File: src/rtl/irb_pkg.sv
package irb_pkg;

   // Field widths
   localparam int ID_W      = 7;
   localparam int DATA_W    = 32;
   localparam int DEPTH_DEF = 64;

   // stream_length after reset
   localparam logic [ID_W-1:0] LEN_RESET = 7'd64;

   // front-to-back queue
   localparam int QUEUE_DEPTH = 2;

   // Request tdata: seq_id, data_word, zero pad
   localparam int REQ_ID_LSB   = 0;
   localparam int REQ_WORD_LSB = REQ_ID_LSB + ID_W;
   localparam int REQ_TDATA_W  = ((ID_W + DATA_W + 7) / 8) * 8;

   // Response tdata: out_word, out_id, zero pad
   localparam int RSP_WORD_LSB = 0;
   localparam int RSP_ID_LSB   = RSP_WORD_LSB + DATA_W;
   localparam int RSP_TDATA_W  = ((ID_W + DATA_W + 7) / 8) * 8;

   // slot index width for a given depth
   function automatic int IDX_W(input int d);
      return (d > 1) ? $clog2(d) : 1;
   endfunction

   // width that holds both an id and a length up to the depth
   function automatic int LEN_W(input int d);
      return (ID_W > $clog2(d + 1)) ? ID_W : $clog2(d + 1);
   endfunction

   typedef enum logic {
      BACK_IDLE,
      BACK_DRAIN
   } back_state_type;

endpackage

File: src/rtl/irb_front.sv
module irb_front
   import irb_pkg::*;
#(
   parameter int DEPTH = DEPTH_DEF
) (
   input  logic                          clock,
   input  logic                          reset,
   input  logic [LEN_W(DEPTH)-1:0]       eff_len,
   input  logic                          req_valid,
   output logic                          req_ready,
   input  logic [ID_W-1:0]               req_id,
   input  logic [DATA_W-1:0]             req_word,
   output logic                          push_valid,
   input  logic                          push_ready,
   output logic [IDX_W(DEPTH)+DATA_W-1:0] push_data
);

   localparam int SLOT_W = IDX_W(DEPTH);
   localparam int LW     = LEN_W(DEPTH);

   logic                      valid_ff, valid_in;
   logic [SLOT_W+DATA_W-1:0]  entry_ff;
   logic [LW-1:0]             id_ext;
   logic                      id_ok;
   logic                      take;
   logic [SLOT_W-1:0]         slot;

   // ids of zero or past the stream length are dropped here
   always_comb begin
      id_ext = LW'(req_id);
      id_ok  = (req_id != '0) && (id_ext <= eff_len);
      slot   = SLOT_W'(id_ext - LW'(1));
      take   = req_valid && req_ready;
      if (take) begin
         valid_in = id_ok;
      end else if (push_ready) begin
         valid_in = 1'b0;
      end else begin
         valid_in = valid_ff;
      end
   end

   always_ff @(posedge clock) begin
      if (reset) begin
         valid_ff <= 1'b0;
      end else begin
         valid_ff <= valid_in;
      end
   end

   always_ff @(posedge clock) begin
      if (take && id_ok) begin
         entry_ff <= {slot, req_word};
      end
   end

   assign req_ready  = !valid_ff || push_ready;
   assign push_valid = valid_ff;
   assign push_data  = entry_ff;

endmodule

File: src/rtl/irb_fifo.sv
module irb_fifo
   import irb_pkg::*;
#(
   parameter int WIDTH = DATA_W
) (
   input  logic             clock,
   input  logic             reset,
   input  logic             push_valid,
   output logic             push_ready,
   input  logic [WIDTH-1:0] push_data,
   output logic             pop_valid,
   input  logic             pop_ready,
   output logic [WIDTH-1:0] pop_data
);

   localparam int PTR_W = (QUEUE_DEPTH > 1) ? $clog2(QUEUE_DEPTH) : 1;
   localparam int CNT_W = $clog2(QUEUE_DEPTH + 1);

   logic [WIDTH-1:0] slots_ff [QUEUE_DEPTH];
   logic [PTR_W-1:0] wr_ptr_ff, wr_ptr_in;
   logic [PTR_W-1:0] rd_ptr_ff, rd_ptr_in;
   logic [CNT_W-1:0] count_ff, count_in;
   logic             push, pop;

   always_comb begin
      push      = push_valid && push_ready;
      pop       = pop_valid && pop_ready;
      wr_ptr_in = wr_ptr_ff;
      rd_ptr_in = rd_ptr_ff;
      count_in  = count_ff;
      if (push) begin
         wr_ptr_in = (wr_ptr_ff == PTR_W'(QUEUE_DEPTH - 1)) ? '0 : wr_ptr_ff + 1'b1;
      end
      if (pop) begin
         rd_ptr_in = (rd_ptr_ff == PTR_W'(QUEUE_DEPTH - 1)) ? '0 : rd_ptr_ff + 1'b1;
      end
      if (push && !pop) begin
         count_in = count_ff + 1'b1;
      end else if (pop && !push) begin
         count_in = count_ff - 1'b1;
      end
   end

   always_ff @(posedge clock) begin
      if (reset) begin
         wr_ptr_ff <= '0;
         rd_ptr_ff <= '0;
         count_ff  <= '0;
      end else begin
         wr_ptr_ff <= wr_ptr_in;
         rd_ptr_ff <= rd_ptr_in;
         count_ff  <= count_in;
      end
   end

   always_ff @(posedge clock) begin
      if (push) begin
         slots_ff[wr_ptr_ff] <= push_data;
      end
   end

   assign push_ready = (count_ff != CNT_W'(QUEUE_DEPTH));
   assign pop_valid  = (count_ff != '0);
   assign pop_data   = slots_ff[rd_ptr_ff];

endmodule

File: src/rtl/irb_back.sv
module irb_back
   import irb_pkg::*;
#(
   parameter int DEPTH = DEPTH_DEF
) (
   input  logic                           clock,
   input  logic                           reset,
   input  logic                           restart,
   input  logic [LEN_W(DEPTH)-1:0]        eff_len,
   input  logic                           pop_valid,
   output logic                           pop_ready,
   input  logic [IDX_W(DEPTH)+DATA_W-1:0] pop_data,
   output logic                           rsp_valid,
   input  logic                           rsp_ready,
   output logic [DATA_W-1:0]              rsp_word,
   output logic [ID_W-1:0]                rsp_id,
   output logic                           rsp_last
);

   localparam int SLOT_W = IDX_W(DEPTH);
   localparam int CNT_W  = $clog2(DEPTH + 1);
   localparam int LW     = LEN_W(DEPTH);

   // slot store, read data registered
   logic [DATA_W-1:0]  mem [DEPTH];
   logic [DATA_W-1:0]  word_q_ff;
   logic [ID_W-1:0]    id_q_ff;
   logic               last_q_ff;

   logic [DEPTH-1:0]   present_ff, present_in;
   logic [CNT_W-1:0]   head_ff, head_in;
   logic               rsp_valid_ff, rsp_valid_in;
   back_state_type     state_ff, state_in;

   logic [SLOT_W-1:0]  pop_slot;
   logic [DATA_W-1:0]  pop_word;
   logic [SLOT_W-1:0]  head_idx, nxt_idx;
   logic [CNT_W-1:0]   nxt_cnt;
   logic               head_in_range, nxt_in_range;
   logic               can_drain, last, out_free, issue, drain_done, pop;

   always_comb begin
      pop_slot      = pop_data[DATA_W +: SLOT_W];
      pop_word      = pop_data[DATA_W-1:0];
      head_idx      = head_ff[SLOT_W-1:0];
      nxt_cnt       = CNT_W'(head_ff + 1'b1);
      nxt_idx       = nxt_cnt[SLOT_W-1:0];
      head_in_range = LW'(head_ff) < eff_len;
      nxt_in_range  = LW'(nxt_cnt) < eff_len;
      can_drain     = (state_ff == BACK_DRAIN) && head_in_range && present_ff[head_idx];
      // run ends unless the following slot is also ready
      last          = !(nxt_in_range && present_ff[nxt_idx]);
      out_free      = !rsp_valid_ff || rsp_ready;
      issue         = can_drain && out_free;
      drain_done    = (state_ff == BACK_DRAIN) && (!can_drain || (issue && last));
      pop           = pop_valid && ((state_ff == BACK_IDLE) || drain_done);

      state_in = state_ff;
      case (state_ff)
         BACK_IDLE: begin
            if (pop) begin
               state_in = BACK_DRAIN;
            end
         end
         BACK_DRAIN: begin
            if (drain_done && !pop) begin
               state_in = BACK_IDLE;
            end
         end
         default: begin
            state_in = BACK_IDLE;
         end
      endcase

      present_in = present_ff;
      if (pop) begin
         present_in[pop_slot] = 1'b1;
      end
      head_in = issue ? nxt_cnt : head_ff;

      if (issue) begin
         rsp_valid_in = 1'b1;
      end else if (rsp_ready) begin
         rsp_valid_in = 1'b0;
      end else begin
         rsp_valid_in = rsp_valid_ff;
      end
   end

   always_ff @(posedge clock) begin
      if (reset || restart) begin
         state_ff     <= BACK_IDLE;
         present_ff   <= '0;
         head_ff      <= '0;
         rsp_valid_ff <= 1'b0;
      end else begin
         state_ff     <= state_in;
         present_ff   <= present_in;
         head_ff      <= head_in;
         rsp_valid_ff <= rsp_valid_in;
      end
   end

   // write and read in the same cycle: read returns the old word
   always_ff @(posedge clock) begin
      if (pop) begin
         mem[pop_slot] <= pop_word;
      end
      if (issue) begin
         word_q_ff <= mem[head_idx];
         id_q_ff   <= ID_W'(nxt_cnt);
         last_q_ff <= last;
      end
   end

   assign pop_ready = pop;
   assign rsp_valid = rsp_valid_ff;
   assign rsp_word  = word_q_ff;
   assign rsp_id    = id_q_ff;
   assign rsp_last  = last_q_ff;

endmodule

File: src/rtl/in_order_release_buffer.sv
// In-order release buffer.
// req channel: one request per word, tdata = {pad, data_word, seq_id} with
//   seq_id one-based. Ids of zero or above the stream length are taken and
//   dropped without a response.
// rsp channel: words in sequence order, tdata = {pad, out_id, out_word};
//   tlast marks the final word released by one request.
// csr channel: writes stream_length (clamped to DEPTH) and restarts the
//   stream, clearing all present bits and the head. Write only while idle.
// Path: the first released word of a request passes the front register, the
//   queue, the slot write and the read register before it shows on rsp.
// Throughput: the back end issues one released word per drain step (at least
//   one step per request); the store of the next queued request overlaps the
//   last of those steps, so back-to-back requests that release at most one
//   word go at one per cycle while rsp is not stalled. An idle back end stores first.
// Reset: head and present bits cleared, stream_length = 64.
// Receiver stall: rsp holds its word; the back end waits, and the front
//   keeps taking requests until its register and the two-entry queue fill.
module in_order_release_buffer
   import irb_pkg::*;
#(
   parameter int DEPTH = DEPTH_DEF
) (
   input  logic                   clock,
   input  logic                   reset,
   // request
   input  logic                   req_tvalid,
   output logic                   req_tready,
   input  logic [REQ_TDATA_W-1:0] req_tdata,   // [6:0] seq_id, [38:7] data_word
   // response
   output logic                   rsp_tvalid,
   input  logic                   rsp_tready,
   output logic [RSP_TDATA_W-1:0] rsp_tdata,   // [31:0] out_word, [38:32] out_id
   output logic                   rsp_tlast,   // last_of_run
   // config
   input  logic                   csr_valid,
   output logic                   csr_ready,
   input  logic [ID_W-1:0]        csr_data     // stream_length
);

   localparam int SLOT_W = (DEPTH > 1) ? $clog2(DEPTH) : 1;
   localparam int CNT_W  = $clog2(DEPTH + 1);
   localparam int LW     = (ID_W > CNT_W) ? ID_W : CNT_W;
   localparam int ENT_W  = SLOT_W + DATA_W;

   logic [ID_W-1:0]   len_ff;
   logic [LW-1:0]     eff_len;
   logic              restart;

   logic              fq_valid, fq_ready;
   logic [ENT_W-1:0]  fq_data;
   logic              qb_valid, qb_ready;
   logic [ENT_W-1:0]  qb_data;

   logic [DATA_W-1:0] rsp_word;
   logic [ID_W-1:0]   rsp_id;

   // config register; any write restarts the stream
   assign csr_ready = 1'b1;
   assign restart   = csr_valid && csr_ready;

   always_ff @(posedge clock) begin
      if (reset) begin
         len_ff <= LEN_RESET;
      end else if (restart) begin
         len_ff <= csr_data;
      end
   end

   // lengths past the store act as DEPTH
   assign eff_len = (LW'(len_ff) > LW'(DEPTH)) ? LW'(DEPTH) : LW'(len_ff);

   irb_front #(.DEPTH(DEPTH)) u_front (
      .clock      (clock),
      .reset      (reset),
      .eff_len    (eff_len),
      .req_valid  (req_tvalid),
      .req_ready  (req_tready),
      .req_id     (req_tdata[REQ_ID_LSB +: ID_W]),
      .req_word   (req_tdata[REQ_WORD_LSB +: DATA_W]),
      .push_valid (fq_valid),
      .push_ready (fq_ready),
      .push_data  (fq_data)
   );

   irb_fifo #(.WIDTH(ENT_W)) u_queue (
      .clock      (clock),
      .reset      (reset),
      .push_valid (fq_valid),
      .push_ready (fq_ready),
      .push_data  (fq_data),
      .pop_valid  (qb_valid),
      .pop_ready  (qb_ready),
      .pop_data   (qb_data)
   );

   irb_back #(.DEPTH(DEPTH)) u_back (
      .clock     (clock),
      .reset     (reset),
      .restart   (restart),
      .eff_len   (eff_len),
      .pop_valid (qb_valid),
      .pop_ready (qb_ready),
      .pop_data  (qb_data),
      .rsp_valid (rsp_tvalid),
      .rsp_ready (rsp_tready),
      .rsp_word  (rsp_word),
      .rsp_id    (rsp_id),
      .rsp_last  (rsp_tlast)
   );

   assign rsp_tdata = {{(RSP_TDATA_W - ID_W - DATA_W){1'b0}}, rsp_id, rsp_word};

endmodule

File: config.mk
export PLATFORM = sky130hd
export DESIGN_NAME = in_order_release_buffer
export DESIGN_NICKNAME = d
export VERILOG_FILES = /design/src/rtl/irb_pkg.sv /design/src/rtl/irb_front.sv /design/src/rtl/irb_fifo.sv /design/src/rtl/irb_back.sv /design/src/rtl/in_order_release_buffer.sv
export SDC_FILE = /design/constraint.sdc
export NUM_CORES = 2
export LEC_CHECK = 0
export BUFFER_PORTS_ARGS = -buffer_cell sky130_fd_sc_hd__clkbuf_2
export CORE_ASPECT_RATIO = 0.75
export CORE_UTILIZATION = 34
export CTS_CLUSTER_DIAMETER = 60
export DETAILED_ROUTE_END_ITERATION = 7
export PLACE_DENSITY = 0.5
export SLEW_MARGIN = 20
export SYNTH_ARGS = -nofsm -noshare
export SYNTH_HDL_FRONTEND = slang
export SYNTH_SLANG_ARGS = --single-unit
File: constraint.sdc
create_clock -name clock -period 16.6 [get_ports clock]
set_input_delay 1.66 -clock clock [delete_from_list [all_inputs] [get_ports clock]]
set_output_delay 1.66 -clock clock [all_outputs]
set_load 0.05 [all_outputs]
==> reports/qor.csv <==
stage,metric,value,unit
clocking,cts_hold_buf,0,
timing,grt_setup_unrepaired,false,
detailed_routing,routed_via_density,5.29,
global_routing,globalRouteOverflowTotal,0,
cells_and_area,fill_cells,22693,
logic_synthesis,syn_area_per_cell,23.7,um^2
logic_synthesis,synth_compound_area_frac,0.00873,
status,status,completed,
detailed_routing,drt_iter0_drc,4764,
detailed_routing,drtAntennaViolNets,0,
detailed_routing,wire_per_inst,31.0,um
power_and_ir_drop,power_per_cell_area,125,nW/um^2
timing,finClkSkew,44.2,ps
logic_synthesis,synth_top_area_share,0.754,
placement,numPortBuffers,92,
die,core_area,256000,um^2
timing,finalCritPeriodShare,0.361,
detailed_routing,firstDrtPassIters,6,
clocking,path_clk_slew,60,ps
logic_synthesis,async_flop_share,0,
logic_synthesis,synth_top_area_cell,edfxtp_1,
clocking,cts_buffer_depth,3,
logic_synthesis,ys_warn_count,0,
placement,place_ws,10580,ps
cells_and_area,area_delta_synth_final,14.2,%
worst_hold_path,whs_path_depth,0,
logic_synthesis,ys_top_cells_by_area,"edfxtp_1 (75%), mux4_2 (18%), dfxtp_1 (2.0%), mux2_2 (0.49%), nand2_1 (0.44%)",
die,start_util,0.342,
logic_synthesis,synth-seq-area-share,0.774,
clocking,htree_levels,4,
logic_synthesis,synth-edff-count,2202,
power_and_ir_drop,p_leak,29.5,nW
worst_hold_path,hp-class,reg -> reg,
worst_setup_path,worst_setup_path_start_kind,flip-flop,
logic_synthesis,syn_area,87700,um^2
detailed_routing,routed_wl,235000,um
logic_synthesis,ys_types,64,
detailed_routing,drc,0,
logic_synthesis,synth_xor_area_frac,0.00188,
power_and_ir_drop,peakVddDrop,0.113,mV
timing,hold_viol_final,0,
global_routing,grt_pass1_wl,325000,um
timing,finalCriticalPeriod,5990,ps
logic_synthesis,synth.most_common_cell,edfxtp_1,
worst_setup_path,cp.arrival,6500,ps
die,fp.dieW,588,um
logic_synthesis,synthSimpleGateAreaFrac,0.0146,
timing,tns,0,ps
clocking,cts_tree,yes,
worst_setup_path,reg2regPathDepth,12,
worst_setup_path,crit_type,reg -> reg,
run,cap_violations,0,
cells_and_area,drive_gt1_frac,0.322,
logic_synthesis,synth_top_family_by_area,multiplexers,
logic_synthesis,syn_nets,3773,
clocking,clk_latency,870,ps
detailed_routing,dr_total_vias,40092,
timing,setup_viol,0,
logic_synthesis,ys_ff_latch,2288,
timing,fmax,167,MHz
timing,slew_headroom,0.284,
clocking,ctsResizeCount,0,
die,io_pins,96,
worst_setup_path,cp-end-kind,flip-flop,
placement,dp_hpwl,123000,um
clocking,root_buffer,clkbuf_16,
logic_synthesis,synthMuxAreaShare,0.187,
clocking,cts_buffers,229,
clocking,cts_num_sinks,2288,
die,num_rows,161,
placement,gp_congestion,0.751,
clocking,cts_setup_buffers,0,
die,dieArea,260000,um^2
logic_synthesis,yosys.area_share.adder,0.00314,
timing,slew_violations,0,
logic_synthesis,synthFlopType,edfxtp_1,
worst_setup_path,cp_data_required_time,17110,ps
global_routing,antenna_found_initial,19,
cells_and_area,layout.nets,4023,
worst_setup_path,ff2ff_setup_slack,10610,ps
die,fp.dieH,442,um
worst_setup_path,path_max_fanout,46,
logic_synthesis,netlist_top_cells_count,"edfxtp_1 (2202), mux4_2 (692), nand2_1 (103)",
logic_synthesis,syn_inst,3699,
timing,worst_slew_pin_slew,1070,ps
timing,setup_slack,10610,ps
global_routing,grt_max_degree,93,
global_routing,grt_pass1_vias,40210,
global_routing,grtUsageTotal,0.180,
==> routing by layer <==
metal  vias up  global-route usage  wire (um)
li1      16352                   -          -
met1     22120               0.260     103000
met2      1357               0.280     111000
met3       259              0.0370      16600
met4         4              0.0403       4450
met5         -                   0         27
==> layout by cell type (no fill, tap or decap), drive strengths merged, types with 2 or more instances in the layout <==
cell / netlist / routed
o21ai: 71 / 71
o2111ai: 2 / 2
nor3b: 4 / 4
a21o: 2 / 2
o211ai: 3 / 3
mux2: 40 / 40
and3: 2 / 2
diode: 0 / 7
mux2i: 34 / 34
clkbuf: 91 / 399
inv: 14 / 24
or2: 2 / 2
mux4: 692 / 692
nor2b: 9 / 9
o21a: 5 / 5
a31o: 2 / 2
nand2: 103 / 103
edfxtp: 2202 / 2202
nor3: 5 / 5
a221oi: 6 / 6
a31oi: 3 / 3
ha: 22 / 22
dfxtp: 86 / 86
bufinv: 0 / 8
a21oi: 15 / 15
clkinv: 1 / 99
nor2: 99 / 99
buf: 100 / 118
nand2b: 6 / 6
nand3: 22 / 22
conb: 2 / 2
or3: 3 / 3
nand4: 6 / 6
a22oi: 5 / 5
xnor2: 10 / 10
and2: 4 / 4
xor2: 8 / 8
==> final timing paths <==
| check | from | endpoint |
|---|---|---|
| hold reg to reg | u_front.push_data[25] | u_queue.slots_ff[1][25] |
| hold / removal | u_front.push_data[25] | u_queue.slots_ff[1][25] |
| setup / recovery | u_back.head_ff[1] | u_back.mem[57][21] |
| setup reg to reg | u_back.head_ff[1] | u_back.mem[57][21] |
==> worst max-delay path, cell delays in order (launching register included) <==
cell,delay [ps]
dfxtp_4,810
ha_1,450
nand3_1,190
xnor2_1,730
ha_1,250
nand3_1,70
o21ai_0,250
a21oi_1,160
nand3_1,120
a31o_2,540
nand3_4,560
nor2_4,970
buf_4,500
==> registers in the layout (all words and copies together), names as in the netlist, 2 cells and up, named ones only <==
name,cells
len_ff,7
u_back.head_ff,7
u_back.mem,2048
u_back.present_ff,64
u_back.rsp_id,7
u_back.rsp_word,32
u_front.push_data,38
u_queue.count_ff,2
u_queue.slots_ff,76
==> report_power, final <==
| part | internal [mW] | total (mW) | switching, mW |
|---|---|---|---|
| Sequential | 6.81 | 6.85 | 0.0370 |
| Combinational | 0.122 | 0.805 | 0.682 |
| Clock | 2.73 | 4.91 | 2.18 |
==> per-stage QoR <==
step | instance area (um^2) | utilization | hold WS, ps | total power, mW | std cells
after floorplan | 87700 | - | 421 | 7.34 | 3699
after global placement | 93000 | 0.363 | 429 | 7.74 | 7139
after detailed placement | 93000 | 0.363 | 436 | 7.78 | 7140
after CTS | 100000 | 0.390 | 431 | 12.7 | 7564
after global routing | 100000 | 0.390 | 455 | 13.0 | 7568
final | 100000 | 0.391 | 427 | 12.6 | 7572
==> layout make-up <==
type | count | area, um^2 | share of cell area
Clock buffer | 307 | 6170 | 0.0616
Sequential cell | 2288 | 67900 | 0.678
Timing Repair Buffer | 210 | 1420 | 0.0141
Antenna cell | 7 | 17.5 | 0.000175
Tap cell | 3423 | 4280 | 0.0428
Clock inverter | 117 | 895 | 0.00893
Inverter | 15 | 57.6 | 0.000575
Multi-Input combinational cell | 1205 | 19400 | 0.194
==> cell families (layout without fill, tap and decap cells) <==
| family | count (synthesis) | after routing |
|---|---|---|
| flops | 2288 | 2288 |
| mux | 766 | 766 |
| simple gates | 272 | 272 |
| buf+inv | 206 | 649 |
| compound gates | 125 | 125 |
| fa+ha+maj | 22 | 22 |
| xor+xnor | 18 | 18 |
| other cells | 2 | 9 |
(Power assumes the default switching activity.)
